[config.mk]
export PLATFORM = sky130hd
export DESIGN_NAME = bpu_ctl
export DESIGN_NICKNAME = d
export VERILOG_FILES = /design/src/sv/bpu_pkg.sv /design/src/sv/bpu_ctl.sv
export SDC_FILE = /design/constraint.sdc
export NUM_CORES = 1
export LEC_CHECK = 0
export BUFFER_PORTS_ARGS = -buffer_cell sky130_fd_sc_hd__buf_2
export CAP_MARGIN = 15
export CORE_ASPECT_RATIO = 1.1
export CORE_UTILIZATION = 40
export DETAILED_ROUTE_END_ITERATION = 10
export PLACE_DENSITY_LB_ADDON = 0.12
export SETUP_SLACK_MARGIN = 0.3
export SYNTH_ARGS = -nofsm -noshare
export SYNTH_HDL_FRONTEND = slang
export SYNTH_SLANG_ARGS = --single-unit
[constraint.sdc]
create_clock -name clk -period 2.93 [get_ports clk]
set_input_delay 0.1465 -clock clk [delete_from_list [all_inputs] [get_ports clk]]
set_output_delay 0.1465 -clock clk [all_outputs]
set_load 0.05 [all_outputs]
[src/sv/bpu_pkg.sv]
// Shared types and constants for the bitmap pixel unpacker.
// No dependencies; imported by bpu_ctl, bpu_dp, the top level and the testbench.
`timescale 1ns / 1ps
`default_nettype none

package bpu_pkg;

  localparam int MAX_WIDTH     = 4096;
  localparam int PALETTE_DEPTH = 256;
  localparam int PAL_AW        = $clog2(PALETTE_DEPTH);
  localparam int DIV_STEPS     = 16;
  localparam int DIV_CW        = $clog2(DIV_STEPS);
  localparam int NCH           = 3;

  // floor(x/3) == (x * RECIP3) >> RECIP3_SH for every byte count in a row
  localparam int RECIP3        = 43691;
  localparam int RECIP3_SH     = 17;

  // register indexes
  localparam logic [2:0] CFG_BPP         = 3'd0;
  localparam logic [2:0] CFG_ROW_WIDTH   = 3'd1;
  localparam logic [2:0] CFG_PAL_COUNT   = 3'd2;
  localparam logic [2:0] CFG_RED_MASK    = 3'd3;
  localparam logic [2:0] CFG_GREEN_MASK  = 3'd4;
  localparam logic [2:0] CFG_BLUE_MASK   = 3'd5;

  // input operations
  localparam logic OP_PALETTE = 1'b0;
  localparam logic OP_DATA    = 1'b1;

  // what an accepted word starts
  typedef enum logic [1:0] {
    ACT_NONE,
    ACT_PAL,
    ACT_DIRECT,
    ACT_MASK
  } act_t;

  typedef struct packed {
    logic take;
    logic pal_rd;
    logic pal_load;
    logic scan;
    logic mul;
    logic chk;
    logic div;
    logic pix_load;
  } cmd_t;

  typedef struct packed {
    act_t act;
    logic col_ok;
    logic last_pix;
    logic scan_done;
    logic div_done;
  } sts_t;

  typedef struct packed {
    logic [15:0] red_level;
    logic [15:0] green_level;
    logic [15:0] blue_level;
    logic [11:0] column;
    logic        row_end;
    logic        run_end;
  } pix_t;

endpackage

`default_nettype wire

[src/sv/bpu_ctl.sv]
// Sequencing state machine of the pixel unpacker: handshakes and datapath commands.
// Depends on bpu_pkg.
`timescale 1ns / 1ps
`default_nettype none

module bpu_ctl import bpu_pkg::*; (
  input  wire logic clk,
  input  wire logic rst_n,
  input  wire logic in_valid,
  output logic      in_ready,
  output logic      out_valid,
  input  wire logic out_ready,
  input  wire sts_t sts,
  output cmd_t      cmd
);

  typedef enum logic [7:0] {
    S_IDLE  = 8'b0000_0001,
    S_PRD   = 8'b0000_0010,
    S_PEMIT = 8'b0000_0100,
    S_SCAN  = 8'b0000_1000,
    S_MUL   = 8'b0001_0000,
    S_CHK   = 8'b0010_0000,
    S_DIV   = 8'b0100_0000,
    S_EMIT  = 8'b1000_0000
  } state_t;

  state_t state_r, state_nxt;
  logic   out_valid_r, out_valid_nxt;
  logic   out_free;

  assign out_free  = !out_valid_r || out_ready;
  assign in_ready  = (state_r == S_IDLE);
  assign out_valid = out_valid_r;

  always_comb begin
    state_nxt = state_r;
    cmd       = '0;
    case (state_r)
      S_IDLE: begin
        if (in_valid) begin
          cmd.take = 1'b1;
          case (sts.act)
            ACT_PAL:    state_nxt = S_PRD;
            ACT_DIRECT: state_nxt = S_EMIT;
            ACT_MASK:   state_nxt = S_SCAN;
            default:    state_nxt = S_IDLE;
          endcase
        end
      end
      S_PRD: begin
        if (sts.col_ok) begin
          cmd.pal_rd = 1'b1;
          state_nxt  = S_PEMIT;
        end else begin
          state_nxt  = S_IDLE;
        end
      end
      S_PEMIT: begin
        if (out_free) begin
          cmd.pal_load = 1'b1;
          state_nxt    = sts.last_pix ? S_IDLE : S_PRD;
        end
      end
      S_SCAN: begin
        cmd.scan = 1'b1;
        if (sts.scan_done) state_nxt = S_MUL;
      end
      S_MUL: begin
        cmd.mul   = 1'b1;
        state_nxt = S_CHK;
      end
      S_CHK: begin
        cmd.chk   = 1'b1;
        state_nxt = S_DIV;
      end
      S_DIV: begin
        cmd.div = 1'b1;
        if (sts.div_done) state_nxt = S_EMIT;
      end
      S_EMIT: begin
        if (out_free) begin
          cmd.pix_load = 1'b1;
          state_nxt    = S_IDLE;
        end
      end
      default: state_nxt = S_IDLE;
    endcase
  end

  always_comb begin
    out_valid_nxt = out_valid_r;
    if (cmd.pal_load || cmd.pix_load) out_valid_nxt = 1'b1;
    else if (out_ready)               out_valid_nxt = 1'b0;
  end

  always_ff @(posedge clk) begin
    if (!rst_n) begin
      state_r     <= S_IDLE;
      out_valid_r <= 1'b0;
    end else begin
      state_r     <= state_nxt;
      out_valid_r <= out_valid_nxt;
    end
  end

endmodule

`default_nettype wire

# Word level (Yosys, flattened, before mapping)

Index checks and enable logic that the tools add are counted.

Multiplexer cells: 22
Reduce and logical (&&, ||, !) cells: 5
Equality and inequality tests: 16

Operator list:

| kind                                                 | number |
|---|---|
| one-hot mux 8 bit (8 select lines)                   | 1 |
| 2-to-1 mux 8 bit                                     | 5 |
| one-hot mux 8 bit (3 select lines)                   | 1 |
| 2-to-1 mux 1 bit                                     | 13 |
| inequality test 2 bit (second input constant)        | 5 |
| equality test 8 x 1 -> 1 bit (second input constant) | 1 |
| equality test 8 x 2 -> 1 bit (second input constant) | 1 |
| equality test 8 x 3 -> 1 bit (second input constant) | 1 |
| equality test 8 x 4 -> 1 bit (second input constant) | 1 |
| equality test 8 x 5 -> 1 bit (second input constant) | 1 |
| equality test 8 x 6 -> 1 bit (second input constant) | 1 |
| equality test 8 x 7 -> 1 bit (second input constant) | 1 |
| equality test 8 bit (second input constant)          | 1 |
| AND reduction 5 bit                                  | 1 |
| equality test 2 bit (second input constant)          | 2 |
| 2-to-1 mux 3 bit                                     | 1 |
| equality test 2 x 1 -> 1 bit (second input constant) | 1 |
| logical OR 1 bit                                     | 2 |
| 2-to-1 mux 2 bit                                     | 1 |
| nonzero test 2 bit                                   | 1 |
| logical NOT 1 bit                                    | 1 |

Output and inout port bits: 10
Input port bits: 10
Register bits after elaboration: 9
Word-level logic and storage cells: 45

# Longest topological paths before layout

Depth in word-level cells: 6
Mapped depth: 7
Mapped depth without buffers: 5

# Least setup slack after synthesis

No wires, ideal clock.

Path type: reg-to-output
Start point: register state_r[4]
End point: output cmd[5] in the netlist's numbering
Path slack: -0.257 ns
Stages on the path, launching flop included: 6
Data arrival time: 3.041 ns
Cells stage by stage: dfxtp_1 > buf_6 > or4_4 > buf_6 > or3_1 > nor4b_1

RTL lines:

| what                     | RTL line       | text |
|---|---|---|
| start: declaration       | bpu_ctl.sv:28  | `state_t state_r, state_nxt;` |
| start signal: assignment | bpu_ctl.sv:102 | `state_r <= state_nxt;` |
| end: declaration         | bpu_ctl.sv:14  | `output cmd_t cmd` |

==> results by group <==
Outcome
  • Status: finished clean

Synth
  • YS warnings: 0
  • Cells after synthesis: slightly above 80
  • Mean post-synth cell area: 8.64 sq um
  • Register area share after synthesis: 0.254
  • Yosys top cell by area: dfxtp_1
  • Distinct cells, synth: 41
  • Post-Syn Area: around 710 sq um
  • Post-synthesis net count: between 90 and 100
  • Top post-synthesis cells by area: dfxtp_1 25%, buf_6 4.8%, nor2_1 4.2%
  • #FFs+latches synth: 9
  • Post-synth top area share: 0.254

Routing
  • DR vias: between 600 and 700
  • Routed length per instance: ~14 microns
  • Routed WL: 1.60 mm
  • DRT Pass-1 Iters: 4
  • Final ANT Viol Nets: 0
  • Drt first-iter violations: 18
  • # DRC: 0
  • DR vias/cell: between 5 and 6

CTS
  • Sinks on Clock Net: 9
  • Skew-Pair Late Insertion Delay: 260 ps
  • Setup bufs post-CTS: 0
  • Clock-pin slew on the worst setup and hold paths: roughly 70 ps
  • Clk root buf: clkbuf_4
  • Clk buf depth: 2
  • Post-CTS Resized: 0
  • CTS tree: yes
  • CTS H-tree depth: 1
  • CTS Buf Count: 3
  • Hold_buf cts: 0

Power and ir drop
  • Clk pwr share: 0.249
  • Switching pwr: around 170 uW
  • Sequential share of power: 0.364
  • Switching part of the total power: 0.409
  • Total power: 411 uW
  • Total internal power: roughly 240 uW
  • Logic pwr share: 0.387
  • Leakage: approximately 0.33 nW
  • Peak supply drop: approximately 0.23 mV
  • Power Dens Cells: about 520 mW/mm^2

GRT
  • GRT Max-Usage Layer: met2
  • Met1 Use GR: 0.226
  • Grt ovf: 0
  • First-pass GRT wire length: roughly 2.5 mm
  • Antenna violations before repair: 0
  • Pin count of the biggest net entering global routing: 14
  • Vias in the first global route: about 540
  • M2 GR Usage: 0.297
  • GRT Util Overall: 0.176
  • Met3 GRT Util: 0.0314

Final layout
  • Multi-input gate area: roughly 460 sq um
  • Area grow syn2layout: 12.2%
  • Share of cells above drive strength 1: 0.357
  • Diode count: 0
  • FF+latch area: approximately 180 sq um
  • FILL cells: 181
  • Final #Nets: 109

Floorplan
  • DIE AREA: a little under 0.002 sq mm
  • Row Count: 15
  • Initial Util: 0.439
  • Die H: 46.1 microns
  • Die width: approximately 42 microns
  • Boundary Pins: 20
  • Core area: about 0.0016 sq mm

STA
  • Slew @ Worst Pin: roughly 480 ps
  • Final setup violating endpoints: 0
  • RSZ-0062 raised after global routing: no
  • Layout Skew: approximately 8 ps
  • Min Tclk post-route: 2310 ps
  • Period utilisation layout: 0.789
  • Setup TNS: 0 ps
  • Slew headroom: 0.683
  • Pins over their slew limit: 0
  • Final hold violations: 0
  • Fmax achieved: 433 MHz

Hold path
  • Worst hold stages: 2
  • Min-Delay Path Class: in2reg

Setup path
  • CP Capture Type: primary output
  • Register-to-Register Path Depth: 5
  • Kind of critical path: reg2out
  • Critical R2R Launch: state_r[3]
  • Required time worst endpoint: between 2000 and 3000 ps
  • R2R Path End: state_r[7]
  • Worst-path fanout max: 9
  • Setup crit start kind: flop
  • Critical Path AT: about 2200 ps
  • Reg2reg setup slack: 930 ps
  • CP endpoint: cmd[5]
  • Crit path launch: state_r[4]

Placement
  • DP HPWL: approximately 1.2 mm
  • PortBufs: 19
  • Placer Congestion: about 0.77

Job
  • Max Cap Viol: 0
## final cells by class
cell class	instances	area share
Clock buffer	4	0.0331
Inverter	4	0.0189
Multi-Input combinational cell	62	0.575
Sequential cell	9	0.227
Tap cell	17	0.0268
Timing Repair Buffer	19	0.120
## cell families after synthesis
kind of cell | synth area share
buf+inv | 0.122
flops | 0.254
simple gates | 0.449
compound gates | 0.138
xor+xnor | 0.0371
## how the worst min path moves through the flow
stage | startpoint | slack (ps) | to
global route | rst_n | 110 | state_r[0]
global placement | rst_n | 370 | state_r[0]
floorplan | rst_n | 250 | state_r[0]
finish | rst_n | 100 | state_r[0]
detailed placement | rst_n | 370 | state_r[0]
CTS | rst_n | 110 | state_r[0]
## cells in the final DEF, fill, tap and decap left out, drive strengths merged, types with 2 or more instances in the layout
cell type,instances
nand4,2
o211ai,2
a21oi,2
dfxtp,9
nand3,2
a211oi,2
inv,4
buf,19
nand2b,2
or4b,2
nand2,3
nor3,6
o21ai,3
nor2,8
or3,3
clkbuf,4
nor4b,2
nor4,5
xor2,3
## layer usage
| metal | vias up | wire length, microns |
|---|---|---|
| li1 | 335 | - |
| met1 | 284 | 784 |
| met2 | 19 | 721 |
| met3 | 2 | 81 |
| met4 | 0 | 12 |
| met5 | - | 0 |
## registers in the layout, summed over array words and instances, names as in the netlist
register and count:
state_r 8, out_valid 1
## through the flow
step            util  instances  cell area [sq um]  hold slack (ps)  worst slack (ps)
2_1_floorplan      -         82                723              246               334
3_3_place_gp   0.476        111                768              375               928
3_5_place_dp   0.476        111                768              373               913
4_1_cts        0.492        115                795              106               619
5_1_grt        0.492        115                795              109               567
6_report       0.492        115                795              103               620
## critical path, cell delays in order (launching register included)
cell	delay, ps
dfxtp_1	390
or4_4	620
or3_1	390
nor4b_2	210
buf_2	290
## cells in the mapped netlist
cell,count
a2111oi_0,1
a211oi_1,1
a211oi_2,1
a21oi_1,2
a311oi_1,1
a31oi_1,1
and2_1,1
and2b_2,1
and3_1,1
buf_2,2
buf_6,3
clkbuf_8,2
dfxtp_1,9
inv_1,4
nand2_1,3
nand2b_1,2
nand3_1,2
nand4_1,1
nand4_4,1
nand4b_1,1
nor2_1,8
nor2b_1,1
nor3_1,5
nor3_2,1
nor3b_1,1
nor4_1,4
nor4_4,1
nor4b_1,2
nor4bb_1,1
o211ai_1,2
o21a_1,1
o21ai_0,3
o22ai_1,1
or2_2,1
or2b_1,1
or3_1,1
or3_4,2
or4_4,1
or4b_1,1
or4b_2,1
xor2_1,3
## power groups by stage
stage | combinational [mW] | sequential, mW | clock [mW]
after detailed placement | 0.160 | 0.153 | 0
final | 0.159 | 0.150 | 0.102
after CTS | 0.160 | 0.150 | 0.102
after global placement | 0.158 | 0.153 | 0
after floorplan | 0.145 | 0.143 | 0
after global routing | 0.170 | 0.152 | 0.107
Power figures use the tool's default switching activity.
